==> config.mk <==
export PLATFORM = sky130hd
export DESIGN_NAME = tcp_scan_header_classifier_unit
export DESIGN_NICKNAME = d
export VERILOG_FILES = /design/src/rtl/tcphc_pkg.sv /design/src/rtl/tcphc_in_stage.sv /design/src/rtl/tcphc_parser.sv /design/src/rtl/tcphc_out_stage.sv /design/src/rtl/tcp_scan_header_classifier_unit.sv
export SDC_FILE = /design/constraint.sdc
export NUM_CORES = 1
export LEC_CHECK = 0
export BUFFER_PORTS_ARGS = -buffer_cell sky130_fd_sc_hd__buf_2
export CAP_MARGIN = 20
export CORE_MARGIN = 2
export CORE_UTILIZATION = 40
export DETAILED_ROUTE_END_ITERATION = 10
export HOLD_SLACK_MARGIN = 0.12
export PLACE_DENSITY = 0.69
export RECOVER_POWER = 100
export SLEW_MARGIN = 0
export SYNTH_ARGS = -nofsm -noshare
export SYNTH_HDL_FRONTEND = slang
export SYNTH_HIERARCHICAL = 1
export SYNTH_SLANG_ARGS = --single-unit
==> constraint.sdc <==
create_clock -name clk -period 11.4 [get_ports clk]
set_input_delay 1.71 -clock clk [delete_from_list [all_inputs] [get_ports clk]]
set_output_delay 1.71 -clock clk [all_outputs]
set_load 0.05 [all_outputs]
==> src/rtl/tcphc_pkg.sv <==
// ----------------------------------------------------------------------------
// tcphc_pkg
// Shared types and constants for the TCP scan header classifier.
// ----------------------------------------------------------------------------
package tcphc_pkg;

  localparam logic [7:0] ETH_HDR_LEN   = 8'd14;
  localparam logic [3:0] MIN_HDR_WORDS = 4'd5;
  localparam logic [7:0] XMAS_FLAGS    = 8'h29;
  localparam logic [7:0] POS_PROTOCOL  = 8'd23;
  localparam logic [7:0] POS_SRC_IP    = 8'd26;
  localparam logic [7:0] POS_DST_IP    = 8'd30;
  localparam logic [7:0] POS_IP_END    = 8'd34;
  localparam logic [7:0] POS_SRC_MAC   = 8'd6;
  localparam logic [7:0] POS_ETYPE     = 8'd12;
  localparam logic [7:0] TCP_DOFF_OFS  = 8'd12;
  localparam logic [7:0] TCP_FLAGS_OFS = 8'd13;
  localparam logic [7:0] BYTE_IDX_MAX  = 8'hFF;

  typedef enum logic [2:0] {
    ST_NORMAL  = 3'd0,
    ST_NULL    = 3'd1,
    ST_XMAS    = 3'd2,
    ST_BAD_IP  = 3'd3,
    ST_BAD_TCP = 3'd4,
    ST_TRUNC   = 3'd5
  } status_t;

  typedef struct packed {
    logic [7:0] byte_value;
    logic       last_byte;
  } beat_t;

  typedef struct packed {
    status_t     status;
    logic [47:0] dst_mac;
    logic [47:0] src_mac;
    logic [15:0] ether_type;
    logic [31:0] src_ip;
    logic [31:0] dst_ip;
    logic [7:0]  ip_protocol;
    logic [15:0] src_port;
    logic [15:0] dst_port;
    logic [7:0]  tcp_flags;
  } result_t;

endpackage

==> src/rtl/tcphc_in_stage.sv <==
// ----------------------------------------------------------------------------
// tcphc_in_stage
// Input register: holds one byte beat until the parser takes it.
// ----------------------------------------------------------------------------
module tcphc_in_stage (
  input  logic              clk,
  input  logic              rst,
  input  logic              in_valid,
  output logic              in_stall,
  input  logic [7:0]        byte_value,
  input  logic              last_byte,
  input  logic              take,
  output logic              beat_valid,
  output tcphc_pkg::beat_t  beat
);

  logic load;

  assign in_stall = beat_valid && !take;
  assign load     = in_valid && !in_stall;

  always_ff @(posedge clk) begin
    if (rst) begin
      beat_valid <= 1'b0;
    end else if (load) begin
      beat_valid <= 1'b1;
    end else if (take) begin
      beat_valid <= 1'b0;
    end
  end

  always_ff @(posedge clk) begin
    if (load) begin
      beat.byte_value <= byte_value;
      beat.last_byte  <= last_byte;
    end
  end

endmodule

==> src/rtl/tcphc_parser.sv <==
// ----------------------------------------------------------------------------
// tcphc_parser
// Frame state: byte offset, header lengths and captured fields, with the
// capture and classification logic for the beat being taken.
// ----------------------------------------------------------------------------
module tcphc_parser (
  input  logic               clk,
  input  logic               rst,
  input  logic               take,
  input  tcphc_pkg::beat_t   beat,
  output tcphc_pkg::result_t result
);

  logic [7:0]  byte_index;
  logic [3:0]  ip_words;
  logic [3:0]  tcp_words;
  logic [47:0] dst_mac;
  logic [47:0] src_mac;
  logic [15:0] ether_type;
  logic [31:0] src_ip;
  logic [31:0] dst_ip;
  logic [7:0]  protocol;
  logic [15:0] src_port;
  logic [15:0] dst_port;
  logic [7:0]  flags;

  logic [7:0]  byte_index_next;
  logic [3:0]  ip_words_next;
  logic [3:0]  tcp_words_next;
  logic [47:0] dst_mac_next;
  logic [47:0] src_mac_next;
  logic [15:0] ether_type_next;
  logic [31:0] src_ip_next;
  logic [31:0] dst_ip_next;
  logic [7:0]  protocol_next;
  logic [15:0] src_port_next;
  logic [15:0] dst_port_next;
  logic [7:0]  flags_next;

  logic [7:0]  pos;
  logic [7:0]  b;
  logic [7:0]  tcp_start;
  logic [7:0]  tcp_ofs;
  logic [7:0]  tcp_start_new;
  tcphc_pkg::status_t status;

  assign pos           = byte_index;
  assign b             = beat.byte_value;
  assign tcp_start     = tcphc_pkg::ETH_HDR_LEN + {2'b00, ip_words, 2'b00};
  assign tcp_ofs       = pos - tcp_start;
  assign tcp_start_new = tcphc_pkg::ETH_HDR_LEN + {2'b00, ip_words_next, 2'b00};

  always_comb begin
    byte_index_next = (byte_index != tcphc_pkg::BYTE_IDX_MAX) ? byte_index + 8'd1
                                                             : byte_index;
    ip_words_next   = ip_words;
    tcp_words_next  = tcp_words;
    dst_mac_next    = dst_mac;
    src_mac_next    = src_mac;
    ether_type_next = ether_type;
    src_ip_next     = src_ip;
    dst_ip_next     = dst_ip;
    protocol_next   = protocol;
    src_port_next   = src_port;
    dst_port_next   = dst_port;
    flags_next      = flags;

    if (pos < tcphc_pkg::POS_SRC_MAC) begin
      dst_mac_next = {dst_mac[39:0], b};
    end else if (pos < tcphc_pkg::POS_ETYPE) begin
      src_mac_next = {src_mac[39:0], b};
    end else if (pos < tcphc_pkg::ETH_HDR_LEN) begin
      ether_type_next = {ether_type[7:0], b};
    end else if (pos == tcphc_pkg::ETH_HDR_LEN) begin
      ip_words_next = b[3:0];
    end else if (pos == tcphc_pkg::POS_PROTOCOL) begin
      protocol_next = b;
    end else if (pos >= tcphc_pkg::POS_SRC_IP && pos < tcphc_pkg::POS_DST_IP) begin
      src_ip_next = {src_ip[23:0], b};
    end else if (pos >= tcphc_pkg::POS_DST_IP && pos < tcphc_pkg::POS_IP_END) begin
      dst_ip_next = {dst_ip[23:0], b};
    end

    if (pos > tcphc_pkg::ETH_HDR_LEN && ip_words >= tcphc_pkg::MIN_HDR_WORDS
        && pos >= tcp_start) begin
      if (tcp_ofs < 8'd2) begin
        src_port_next = {src_port[7:0], b};
      end else if (tcp_ofs < 8'd4) begin
        dst_port_next = {dst_port[7:0], b};
      end else if (tcp_ofs == tcphc_pkg::TCP_DOFF_OFS) begin
        tcp_words_next = b[7:4];
      end else if (tcp_ofs == tcphc_pkg::TCP_FLAGS_OFS) begin
        flags_next = b;
      end
    end

    if (pos < tcphc_pkg::ETH_HDR_LEN) begin
      status = tcphc_pkg::ST_TRUNC;
    end else if (ip_words_next < tcphc_pkg::MIN_HDR_WORDS) begin
      status = tcphc_pkg::ST_BAD_IP;
    end else if (pos < tcp_start_new + tcphc_pkg::TCP_DOFF_OFS) begin
      status = tcphc_pkg::ST_TRUNC;
    end else if (tcp_words_next < tcphc_pkg::MIN_HDR_WORDS) begin
      status = tcphc_pkg::ST_BAD_TCP;
    end else if (pos < tcp_start_new + tcphc_pkg::TCP_FLAGS_OFS) begin
      status = tcphc_pkg::ST_TRUNC;
    end else if (flags_next == tcphc_pkg::XMAS_FLAGS) begin
      status = tcphc_pkg::ST_XMAS;
    end else if (flags_next == 8'h00) begin
      status = tcphc_pkg::ST_NULL;
    end else begin
      status = tcphc_pkg::ST_NORMAL;
    end
  end

  assign result.status      = status;
  assign result.dst_mac     = dst_mac_next;
  assign result.src_mac     = src_mac_next;
  assign result.ether_type  = ether_type_next;
  assign result.src_ip      = src_ip_next;
  assign result.dst_ip      = dst_ip_next;
  assign result.ip_protocol = protocol_next;
  assign result.src_port    = src_port_next;
  assign result.dst_port    = dst_port_next;
  assign result.tcp_flags   = flags_next;

  // clear everything on reset and at the end of a frame
  always_ff @(posedge clk) begin
    if (rst || (take && beat.last_byte)) begin
      byte_index <= '0;
      ip_words   <= '0;
      tcp_words  <= '0;
      dst_mac    <= '0;
      src_mac    <= '0;
      ether_type <= '0;
      src_ip     <= '0;
      dst_ip     <= '0;
      protocol   <= '0;
      src_port   <= '0;
      dst_port   <= '0;
      flags      <= '0;
    end else if (take) begin
      byte_index <= byte_index_next;
      ip_words   <= ip_words_next;
      tcp_words  <= tcp_words_next;
      dst_mac    <= dst_mac_next;
      src_mac    <= src_mac_next;
      ether_type <= ether_type_next;
      src_ip     <= src_ip_next;
      dst_ip     <= dst_ip_next;
      protocol   <= protocol_next;
      src_port   <= src_port_next;
      dst_port   <= dst_port_next;
      flags      <= flags_next;
    end
  end

endmodule

==> src/rtl/tcphc_out_stage.sv <==
// ----------------------------------------------------------------------------
// tcphc_out_stage
// Result register: holds one classified frame until the sink takes it.
// ----------------------------------------------------------------------------
module tcphc_out_stage (
  input  logic               clk,
  input  logic               rst,
  input  logic               load,
  input  tcphc_pkg::result_t result,
  output logic               free,
  output logic               out_valid,
  input  logic               out_stall,
  output tcphc_pkg::result_t held
);

  assign free = !out_valid || !out_stall;

  always_ff @(posedge clk) begin
    if (rst) begin
      out_valid <= 1'b0;
    end else if (load) begin
      out_valid <= 1'b1;
    end else if (!out_stall) begin
      out_valid <= 1'b0;
    end
  end

  always_ff @(posedge clk) begin
    if (load) begin
      held <= result;
    end
  end

endmodule

==> src/rtl/tcp_scan_header_classifier_unit.sv <==
// ----------------------------------------------------------------------------
// tcp_scan_header_classifier_unit
// Parses an Ethernet/IPv4/TCP frame one byte a beat and gives one result
// beat with the header fields and a scan status on the last byte.
//
//   channel | handshake           | payload
//   --------+---------------------+--------------------------------------------
//   in      | in_valid, in_stall  | byte_value, last_byte
//   out     | out_valid, out_stall| status, macs, ether_type, ips, protocol,
//           |                     | ports, tcp_flags
//
// One byte beat per cycle while in_stall is low; the last byte is taken from the
// input register into the result register once that is free, and out_valid
// rises when the result register loads.
// Frame state is updated in a single pass between the two registers.
// rst clears frame state and both stage valids.
// A stalled output holds the result; a last byte waits in the input
// register until the result register is free, other bytes keep flowing.
// ----------------------------------------------------------------------------
module tcp_scan_header_classifier_unit (
  input  logic        clk,
  input  logic        rst,
  input  logic        in_valid,
  output logic        in_stall,
  input  logic [7:0]  byte_value,
  input  logic        last_byte,
  output logic        out_valid,
  input  logic        out_stall,
  output logic [2:0]  status,
  output logic [47:0] dst_mac,
  output logic [47:0] src_mac,
  output logic [15:0] ether_type,
  output logic [31:0] src_ip,
  output logic [31:0] dst_ip,
  output logic [7:0]  ip_protocol,
  output logic [15:0] src_port,
  output logic [15:0] dst_port,
  output logic [7:0]  tcp_flags
);

  tcphc_pkg::beat_t   beat;
  tcphc_pkg::result_t result;
  tcphc_pkg::result_t held;
  logic               beat_valid;
  logic               take;
  logic               free;

  assign take = beat_valid && (!beat.last_byte || free);

  tcphc_in_stage u_in (
    .clk        (clk),
    .rst        (rst),
    .in_valid   (in_valid),
    .in_stall   (in_stall),
    .byte_value (byte_value),
    .last_byte  (last_byte),
    .take       (take),
    .beat_valid (beat_valid),
    .beat       (beat)
  );

  tcphc_parser u_parser (
    .clk    (clk),
    .rst    (rst),
    .take   (take),
    .beat   (beat),
    .result (result)
  );

  tcphc_out_stage u_out (
    .clk       (clk),
    .rst       (rst),
    .load      (take && beat.last_byte),
    .result    (result),
    .free      (free),
    .out_valid (out_valid),
    .out_stall (out_stall),
    .held      (held)
  );

  assign status      = held.status;
  assign dst_mac     = held.dst_mac;
  assign src_mac     = held.src_mac;
  assign ether_type  = held.ether_type;
  assign src_ip      = held.src_ip;
  assign dst_ip      = held.dst_ip;
  assign ip_protocol = held.ip_protocol;
  assign src_port    = held.src_port;
  assign dst_port    = held.dst_port;
  assign tcp_flags   = held.tcp_flags;

endmodule

==> metrics.cfg <==
[power]
leakage_nw = 8.71
ir_drop_v = 0.000124
p_per_area_mw_per_mm2 = 168

[timing]
fin_crit_sh = 0.630
rsz0062_at_grt = no
setup_viol_count_final = 0
drv_slew = 472
max_freq_mhz = 139
tns_ns = 0
hold_violations = 0
slew_headroom = -1.79
worst_slew_pin_slew_ns = 4.18
finalCriticalPeriod_ns = 7.18
finClkSkew_ns = 0.0246

[placement]
placedCellCount = 2265
dpl-instance-area_sq_mm = 0.0211
place_hpwl_microns = 27100
portBuffers = 241
gp_congestion = 0.821

[clock_tree]
cts.sinks = 478
cts_buffers = 50
cts_tree = done
holdBufCountCts = 0
cts_resized = 0
clk_pin_slew_ns = 0.06
cts_setup_buffers = 0
cts_max_path_buffers = 3
insertion_delay_ns = 0.59
cts-htree-levels = 2
root_buffer = clkbuf_16

[cells_and_area]
regArea_sq_mm = 0.0119
drive_above_1_share = 0.103
multi_input_area_sq_mm = 0.00692
area_growth_pct = 15.4
final_area_sq_mm = 0.0223
fill_cells = 4344
layout.nets = 1733
final_common_cell = nor2_1
fin_cells = 2360
layout_common_cells = 293 x nor2_1, 254 x clkbuf_1, 242 x dfxtp_1, 236 x edfxtp_1, 192 x mux2i_1

[worst_setup_path]
crit_buf_inv = 4
reg2reg_to = u_parser/ether_type[13]
critPathLaunch = out_stall
r2r_start = u_in/beat[0]
required_ns = 11.82
cp_max_fo = 91
crit_cells = 8
cp-end-kind = flip-flop
path_cells = clkbuf_1, nand2_1, inv_1, a21boi_4, clkbuf_1, a21o_1, buf_4, nor2_1
crit_top_cell = clkbuf_1
path_class = primary input to flip-flop
endpoint = u_parser/ether_type[13]
cp.arrival_ns = 7.60
cp-start-kind = primary input
cpLargestDelayFamily = buffers and inverters
reg2regPathDepth = 5
reg2reg_slack_ns = 5.11
cp_slowest_cell = a21o_1
cpPeakStageDelay_ns = 2.17

[yosys]
ys_seq_elements = 478
synth_top_family_by_area = multiplexers
synth-seq-area-share = 0.617
synth_nets = 1510
ys.flop_type = dfxtp_1
yosys.area_share.simple = 0.0905
avgSynthCellArea_sq_um = 13.1
synth_cells = 1479
yosysWarnings = 6
syn-cell-area_sq_mm = 0.0193
netlist-cell-type-count = 67
ys_top_cells_by_area = edfxtp_1 37%, dfxtp_1 25%, mux2_2 13%
synth_edf_count = 236
synth_top_area_frac = 0.367
synthArstFlopShare = 0
synthMuxAreaShare = 0.231
synth_compound_area_frac = 0.0201
yosysTopAreaCell = edfxtp_1
yosys.area_share.xor_xnor = 0.00634
yosys.area_share.adder = 0.0120

[floorplanning]
die_y_microns = 224
core_sq_mm = 0.0477
num_rows = 80
design.die.area_sq_mm = 0.0501
io_pins = 242
initial_core_util = 0.405
die_w_microns = 224

[route]
drc = 0
route.vias.total = 11900
drt_iter0_drc = 508
wl_per_cell_microns = 18.2
avgViaCountPerCell = 5.06
dr.pass1.iters = 5
antenna_left = 0
drt-total-wl_microns = 43000

[global_routing]
antenna_found_initial = 1
grt_util_all_layers = 0.168
grt_pass1_vias = 11800
grt_max_degree = 92
grt-ovfl-total = 0
grt_pass1_wl_microns = 66200

[job]
drv_cap = 9

[status]
violations = max-capacitance violations, max-slew violations
outcome = finished, violations left

[hold_path]
hp-class = flip-flop to flip-flop
holdPathStages = 2

[synth_stat cells (6+ instances only)]
master / n
a21o_1: 10
buf_2: 19
mux2_2: 218
clkbuf_1: 56
inv_1: 6
mux2_1: 7
a211oi_1: 6
nand4_1: 7
ha_1: 17
mux2i_1: 192
nor2_1: 293
and3_1: 8
nand2_1: 11
xor2_1: 9
a21oi_1: 11
nor3_1: 46
dfxtp_1: 242
buf_1: 13
edfxtp_1: 236
[final cells by class]
class | count | share of cell area
Clock inverter | 23 | 0.00874
Clock buffer | 71 | 0.0632
Timing Repair Buffer | 264 | 0.0474
Multi-Input combinational cell | 900 | 0.310
Tap cell | 615 | 0.0345
Sequential cell | 478 | 0.535
Antenna cell | 1 | 0.000112
Inverter | 8 | 0.00135
[state kept, by name, indices dropped and copies added, names as in the netlist]
| register | count |
|---|---|
| u_parser/flags | 8 |
| u_parser/dst_ip | 32 |
| u_in/beat_valid | 1 |
| u_in/beat | 9 |
| u_out/out_valid | 1 |
| u_parser/ip_words | 4 |
| u_parser/dst_port | 16 |
| u_parser/protocol | 8 |
| u_parser/src_ip | 32 |
| u_parser/ether_type | 16 |
| u_parser/tcp_words | 4 |
| u_parser/src_port | 16 |
| u_parser/dst_mac | 48 |
| u_parser/byte_index | 8 |
| u_out/held | 227 |
| u_parser/src_mac | 48 |
[worst min-delay path by stage]
stage	start	to	slack [ns]
after floorplan	u_parser/dst_ip[29]	u_parser/dst_ip[29]	0.45
after global placement	u_parser/protocol[2]	u_parser/protocol[2]	0.46
after detailed placement	u_parser/protocol[1]	u_parser/protocol[1]	0.47
after CTS	u_parser/protocol[1]	u_parser/protocol[1]	0.48
after global routing	u_parser/protocol[1]	u_parser/protocol[1]	0.50
final	u_parser/protocol[1]	u_parser/protocol[1]	0.47
[worst reg2reg max path, stage by stage, from the launching register on]
cell	delay, ns
edfxtp_1	0.46
a21boi_4	0.15
clkbuf_1	2.06
a21o_1	2.18
buf_4	1.05
nor2_1	0.24
[cells by family (layout without fill, tap and decap cells)]
family / Yosys count / count (layout)
mux: 418 / 418
xor+xnor: 14 / 14
buf+inv: 101 / 366
compound gates: 52 / 52
other cells: 1 / 2
flops: 478 / 478
simple gates: 397 / 397
fa+ha+maj: 18 / 18
[per-layer routing]
metal,track usage,routed length (microns),vias up,part of all wire
li1,-,-,5742,-
met1,0.200,17900,5883,0.42
met2,0.286,21100,231,0.49
met3,0.0550,2940,72,0.068
met4,0.0540,1110,2,0.026
met5,0,13,-,0.00030
[power breakdown]
group          internal [mW]  switching [mW]
Combinational         0.0678           0.237
Clock                  0.911           0.661
Sequential              1.85          0.0223
Total                   2.83           0.921
[stage by stage]
step | hold slack [ns] | util | total power [mW] | worst slack (ns)
2_1_floorplan | 0.454 | - | 2.15 | 6.38
3_3_place_gp | 0.465 | 0.442 | 2.22 | 5.76
3_5_place_dp | 0.471 | 0.442 | 2.23 | 5.69
4_1_cts | 0.480 | 0.476 | 3.82 | 6.33
5_1_grt | 0.498 | 0.467 | 3.89 | 3.62
6_report | 0.475 | 0.467 | 3.75 | 4.22
(Power assumes the default switching activity.)
